`config.mk`:
```
export PLATFORM = sky130hd
export DESIGN_NAME = rsbk_chain
export DESIGN_NICKNAME = d
export VERILOG_FILES = /design/src/design/rsbk_pkg.sv /design/src/design/rsbk_cell.sv /design/src/design/rsbk_chain.sv
export SDC_FILE = /design/constraint.sdc
export NUM_CORES = 2
export LEC_CHECK = 0
export BUFFER_PORTS_ARGS = -buffer_cell sky130_fd_sc_hd__buf_2
export CORE_MARGIN = 2
export CORE_UTILIZATION = 65
export DETAILED_ROUTE_END_ITERATION = 8
export PLACE_DENSITY = 0.88
export REMOVE_ABC_BUFFERS = 1
export SYNTH_ARGS = -nofsm -noshare
export SYNTH_HDL_FRONTEND = slang
export SYNTH_SLANG_ARGS = --single-unit
```
`constraint.sdc`:
```
create_clock -name clk -period 12.4 [get_ports clk]
set_clock_uncertainty 0.1 [all_clocks]
set_input_delay 3.1 -clock clk [delete_from_list [all_inputs] [get_ports clk]]
set_output_delay 3.1 -clock clk [all_outputs]
set_load 0.01 [all_outputs]
```
`src/design/rsbk_pkg.sv`:
```
// Shared types and constants for the record sorter.
// No dependencies; the sorter, chain and cell files import this package.
package rsbk_pkg;

	localparam int MAX_RECORDS = 64;

	typedef struct packed {
		logic [5:0] tag;
		logic [7:0] weight_kg;
		logic [7:0] height_cm;
	} rec_t;

	// What one cell shows its neighbours
	typedef struct packed {
		logic valid;
		logic gt;     // held key strictly above the incoming key
		rec_t rec;
	} link_t;

	typedef enum logic {
		ST_LOAD,
		ST_DRAIN
	} state_t;

	localparam logic KEY_HEIGHT = 1'b0;
	localparam logic KEY_WEIGHT = 1'b1;

	function automatic logic [7:0] key_of(input rec_t r, input logic sel);
		logic [7:0] k;
		begin
			k = (sel == KEY_WEIGHT) ? r.weight_kg : r.height_cm;
			return k;
		end
	endfunction

endpackage

```
`src/design/rsbk_cell.sv`:
```
// One cell of the sorted chain: holds a record and its valid bit.
// Depends on rsbk_pkg.
module rsbk_cell (
	input  logic           clk,
	input  logic           arst_n,
	input  logic           key_sel,
	input  logic           insert,
	input  logic           shift,
	input  rsbk_pkg::rec_t  new_rec,
	input  rsbk_pkg::link_t prev,
	input  rsbk_pkg::link_t next,
	output rsbk_pkg::link_t self
);
	import rsbk_pkg::*;

	logic valid_q;
	rec_t rec_q;
	logic gt;
	logic take_prev;
	logic take_new;

	assign gt        = valid_q && (key_of(rec_q, key_sel) > key_of(new_rec, key_sel));
	// prev greater: everything moves one place right
	assign take_prev = insert && prev.gt;
	// first place whose key is above the new key or that is empty, after an equal-or-lower one
	assign take_new  = insert && !prev.gt && prev.valid && (gt || !valid_q);

	always_ff @(posedge clk or negedge arst_n) begin
		if (!arst_n) begin
			valid_q <= 1'b0;
		end else if (shift) begin
			valid_q <= next.valid;
		end else if (take_prev || take_new) begin
			valid_q <= 1'b1;
		end
	end

	always_ff @(posedge clk) begin
		if (shift) begin
			rec_q <= next.rec;
		end else if (take_prev) begin
			rec_q <= prev.rec;
		end else if (take_new) begin
			rec_q <= new_rec;
		end
	end

	assign self = '{valid: valid_q, gt: gt, rec: rec_q};

endmodule

```
`src/design/rsbk_chain.sv`:
```
// Row of MAX_RECORDS cells kept in ascending key order.
// Depends on rsbk_pkg and rsbk_cell.
module rsbk_chain (
	input  logic           clk,
	input  logic           arst_n,
	input  logic           key_sel,
	input  logic           insert,
	input  logic           shift,
	input  rsbk_pkg::rec_t  new_rec,
	output rsbk_pkg::link_t head,
	output logic           second_valid,
	output logic           full
);
	import rsbk_pkg::*;

	link_t links [MAX_RECORDS];

	// left edge acts as a valid entry below every key; right edge is empty
	localparam link_t LEFT_EDGE  = '{valid: 1'b1, gt: 1'b0, rec: '0};
	localparam link_t RIGHT_EDGE = '{valid: 1'b0, gt: 1'b0, rec: '0};

	for (genvar i = 0; i < MAX_RECORDS; i++) begin : g_cell
		link_t prev_l;
		link_t next_l;
		if (i == 0) begin : g_first
			assign prev_l = LEFT_EDGE;
		end else begin : g_mid_l
			assign prev_l = links[i-1];
		end
		if (i == MAX_RECORDS - 1) begin : g_last
			assign next_l = RIGHT_EDGE;
		end else begin : g_mid_r
			assign next_l = links[i+1];
		end
		rsbk_cell u_cell (
			.clk     (clk),
			.arst_n  (arst_n),
			.key_sel (key_sel),
			.insert  (insert),
			.shift   (shift),
			.new_rec (new_rec),
			.prev    (prev_l),
			.next    (next_l),
			.self    (links[i])
		);
	end

	assign head         = links[0];
	assign second_valid = links[1].valid;
	assign full         = links[MAX_RECORDS-1].valid;

endmodule
```
* Word level (Yosys, flattened, before mapping)
Cells that the tools add are included.
** Cells by class
- Shift operators :: 0
- Reduce and logical (&&, ||, !) cells :: 698
- $add $sub $neg :: 0
- Order comparisons :: 64
- Multiplexer cells :: 383
- Divide/modulo/power cells :: 0
- Bitwise logic cells :: 0
- Multiply operators :: 0
- Eq/ne operators :: 0
** Operators by type and width (count)
- $mux 22 :: 190
- $mux 8 :: 65
- $gt 8x8->1 :: 64
- $logic_and 1x1->1 :: 317
- $reduce_bool 3->1 :: 62
- $reduce_bool 2->1 :: 65
- $mux 1 :: 128
- $logic_not 1->1 :: 127
- $logic_or 1x1->1 :: 127
** Word-level totals
- Bits in read-only memories :: 0
- Latch bits :: 0
- Input port bits :: 27
- Output and inout port bits :: 26
- Word-level logic and storage cells :: 1401
- Register bits after elaboration :: 1472
- Bits in writable memories :: 0
- Memories :: 0

* Logic depth before layout (Yosys ltp)
- Depth in word-level cells :: 10
- Depth in mapped cells :: 14

* Hierarchy
Synthesis repeated with hierarchy kept, for this count alone.
** Unflattened totals
- Cell total of the unflattened synthesis :: 9602
- Area, all modules :: 100984.4 sq um
** By module, submodules not included
- rsbk_cell :: sequential area each 685.7 sq um, area each 1577.8 sq um, cells each 150, times used 64
- rsbk_chain :: sequential area each 0.0 sq um, area each 7.5 sq um, cells each 2, times used 1

* Worst setup path before layout
No wires, ideal clock.
- Kind :: in2out
- Start point :: in key_sel
- End point :: out head[22] in the netlist's numbering
- Path slack :: 0.761 ns
- Data arrival time :: 8.439 ns
- Required time :: 9.200 ns
- Buffers on the path :: 5
- Stages on the path :: 12
- Cell sequence :: clkbuf_1 -> clkbuf_1 -> clkbuf_1 -> buf_2 -> mux2i_1 -> ha_1 -> nor2b_2 -> o211ai_1 -> a21oi_2 -> o21ai_0 -> nor2_1 -> buf_4
** Between the ends
- Longest elaborated chain between the ends :: 3
- Elaborated cells between the ends (all ways) :: 4
- Classes of those cells :: 1 x order compare; 2 x mux; 1 x reduce/logical
** Ends and longest elaborated chain
- from (decl) :: RTL line rsbk_chain.sv:6 : input logic key_sel,
- $mux 8 :: RTL line rsbk_pkg.sv:31 : k = (sel == KEY_WEIGHT) ? r.weight_kg : r.height_cm;
- $gt 8x8->1 * :: RTL line rsbk_cell.sv:22 : assign gt = valid_q && (key_of(rec_q, key_sel) > key_of(new_rec, key_sel));
- $logic_and 1x1->1 * :: RTL line rsbk_cell.sv:22
- to (decl) :: RTL line rsbk_chain.sv:10 : output rsbk_pkg::link_t head,
Every way passes the cells marked *; elsewhere a longest branch is shown, timed or not.

==> out/metrics.cfg <==
[setup_path]
reg2reg_slack_ns=8.68
r2r_end=g_cell[63].u_cell.self[16]$_SDFFE_PP0P_
required_ns=9.20
crit_fanout=85
end_kind=primary output
crit_type=input pin to primary output
arrival_ns=5.78
rr_worst_depth=9
r2r_start=g_cell[63].u_cell.self[4]$_SDFFE_PP0P_
start_kind=input pin

[cts]
insertion_delay_ns=0.81
cts-htree-levels=4
post_cts_buffers=0
cts.path.max_buffers=3
cts_resized=0
clock_sinks=1472
numCtsBuffers=160
clk_pin_slew_worst_paths_ns=0.05
hold_buffers=0
cts_tree=yes
clockRootBuffer=clkbuf_16

[worst_hold_path]
worstHoldEndpoint=g_cell[63].u_cell.self[18]$_SDFFE_PP0P_
whs_path_depth=2
hold_class=flip-flop to flip-flop
hp-start=g_cell[63].u_cell.self[18]$_SDFFE_PP0P_

[synth]
avgSynthCellArea_um2=13.3
yosysTopAreaCell=edfxtp_1
synthTopCellsByCount=mux2_2 (2347), edfxtp_1 (1386), mux2i_1 (599)
yosys_most_used_dff=edfxtp_1
synth_top_area_share=0.422
yosysSeqAreaShare=0.443
synth_seq_cells=1472
syn-instance-count=7428
yosysWarningCount=0
synth.distinct_cells=43
synthArstFlopShare=0.0435
synth.area.top_cells=edfxtp_1 (42%), mux2_2 (27%), ha_1 (6.5%)
yosysMostFrequentCell=mux2_2
syn_area_um2=98600
synth_edf_count=1386

[grt]
grt.total_usage=0.322
grt_pass1_vias=65200
antenna_found_initial=6
grt.overflow.total=0
grt_start_max_net_pins=151
grt_pass1_wl_um=395000

[cells_and_area]
layout-drive-gt1-share=0.439
syn_to_final_growth_pct=6.62
fin_nets=7770
n_fill_cell=9739

[floorplan]
rows=142
dieArea_um2=155000
die_x_um=394
initial_utilization=0.656
io-pin-count=53
fp.coreArea_um2=150000
die_y_um=394

[routing]
vias=64400
post_drt_wl_per_cell_um=27.2
routed_wl_um=255000
drtAntennaViolNets=0
drc=0
dr.pass1.iters=6
drtIter0Drc=8017
viasPerCell=6.86

[timing]
slew_headroom=0.0398
slew_viol_final=0
worstMarginPinSlew_ns=1.44
max_freq_ghz=0.111
hold_ws_ns=0.398
period_needed_ns=8.98
finalHoldViolCount=0
fin_tns_setup_ns=0
rsz0062_at_grt=no
finalSetupViolations=0
fin_crit_sh=0.725

[placed_design]
gp_congestion=0.858
io_buffers=52
dp_hpwl_um=166000

[pwr]
p_leak_nw=41.8
p_total_w=0.0161
power_density_nw_per_um2=153
ir_drop_v=0.000150

[job]
max_cap_violations=0

[run_status]
status=complete, no violations

[worst max-delay path by stage]
| stage | start | end | slack [ns] | cells after the start |
|---|---|---|---|---|
| floorplan | key_sel | head[22] | 1.92 | 7 |
| finish | key_sel | head[22] | 3.42 | 9 |
| global placement | key_sel | head[22] | 3.30 | 9 |
| CTS | key_sel | head[22] | 3.39 | 9 |
| detailed placement | key_sel | g_cell[63].u_cell.self[16]$_SDFFE_PP0P_ | 3.01 | 12 |
| global route | key_sel | head[22] | 3.20 | 9 |
[per-layer routing]
metal | global-route usage | wire [µm]
met3 | 0.0607 | 24400
met5 | 0 | 31
met2 | 0.493 | 114000
met4 | 0.133 | 11000
met1 | 0.451 | 105000
[stage by stage]
stage	setup WS, ns	instances	cell area (µm²)	util
final	3.42	9384	105000	0.700
after global routing	3.20	9382	105000	0.700
after CTS	3.39	9382	105000	0.700
after detailed placement	3.01	9085	100000	0.666
after global placement	3.30	9085	100000	0.666
after floorplan	1.92	6868	95600	-
[critical path, cell delays in order]
cell and delay (ns):
buf_8 0.49, mux2i_4 0.33, buf_4 0.57, ha_1 0.27, a21oi_1 0.07, o21ai_0 0.39
o21ai_0 0.24, nor2_1 0.13, buf_2 0.14
[area by class of cell]
type / instances / area [µm²] / area share
multi-input cells: 5130 / 51300 / 0.488
flip-flops and latches: 1472 / 43700 / 0.415
clock buffers: 233 / 4470 / 0.0425
well taps: 2016 / 2520 / 0.0240
repair buffers: 201 / 1550 / 0.0147
inverters: 266 / 998 / 0.00950
clock inverters: 64 / 604 / 0.00575
diodes: 2 / 5.00 / 0.0000476
[registers in the layout, indices dropped and copies added (netlist names)]
register,count
g_cell.u_cell.self,1408
g_cell.u_cell.valid_q,64
[power breakdown]
part / switching, W / internal [W] / leakage (nW)
clock network: 0.00205 / 0.00268 / 2.46
logic: 0.00204 / 0.00186 / 24.6
registers: 0.000842 / 0.00663 / 14.7
[cell families (layout without fill, tap and decap cells)]
kind of cell             Yosys count  after routing  synth area share
multiplexers                    3186           3186             0.365
AND/OR/NAND/NOR                  577            577            0.0289
adder cells (fa/ha/maj)          512            512            0.0650
AO/OA/AOI/OAI                    855            855            0.0575
other                              0              2                 0
buffers and inverters            826            764            0.0411
flip-flops                      1472           1472             0.443
[cells in the final DEF (no fill, tap or decap), types with 7 or more instances in the layout]
| cell | count |
|---|---|
| a31oi_2 | 48 |
| nor4_1 | 22 |
| ha_1 | 512 |
| buf_12 | 7 |
| mux2_1 | 12 |
| o211ai_1 | 39 |
| nand3_1 | 11 |
| clkinv_1 | 22 |
| nor2_1 | 54 |
| clkinv_8 | 7 |
| nand4_1 | 103 |
| o21ai_1 | 24 |
| a2111oi_2 | 20 |
| bufinv_16 | 8 |
| mux2i_4 | 7 |
| mux2_4 | 229 |
| a21boi_2 | 25 |
| nor3_1 | 22 |
| inv_1 | 266 |
| buf_2 | 26 |
| a21oi_1 | 313 |
| mux2i_1 | 592 |
| dfxtp_1 | 22 |
| nand2_1 | 236 |
| edfxtp_1 | 1386 |
| o21ai_0 | 248 |
| clkinv_2 | 20 |
| clkbuf_1 | 58 |
| mux2_2 | 2346 |
| a31o_2 | 11 |
| o2111ai_2 | 61 |
| nor2b_1 | 63 |
| o21a_1 | 26 |
| clkbuf_8 | 12 |
| buf_4 | 166 |
| or2_2 | 39 |
| dfrtp_1 | 64 |
| and2_1 | 25 |
| clkbuf_16 | 164 |
| a21oi_2 | 26 |
(Power assumes the default switching activity.)
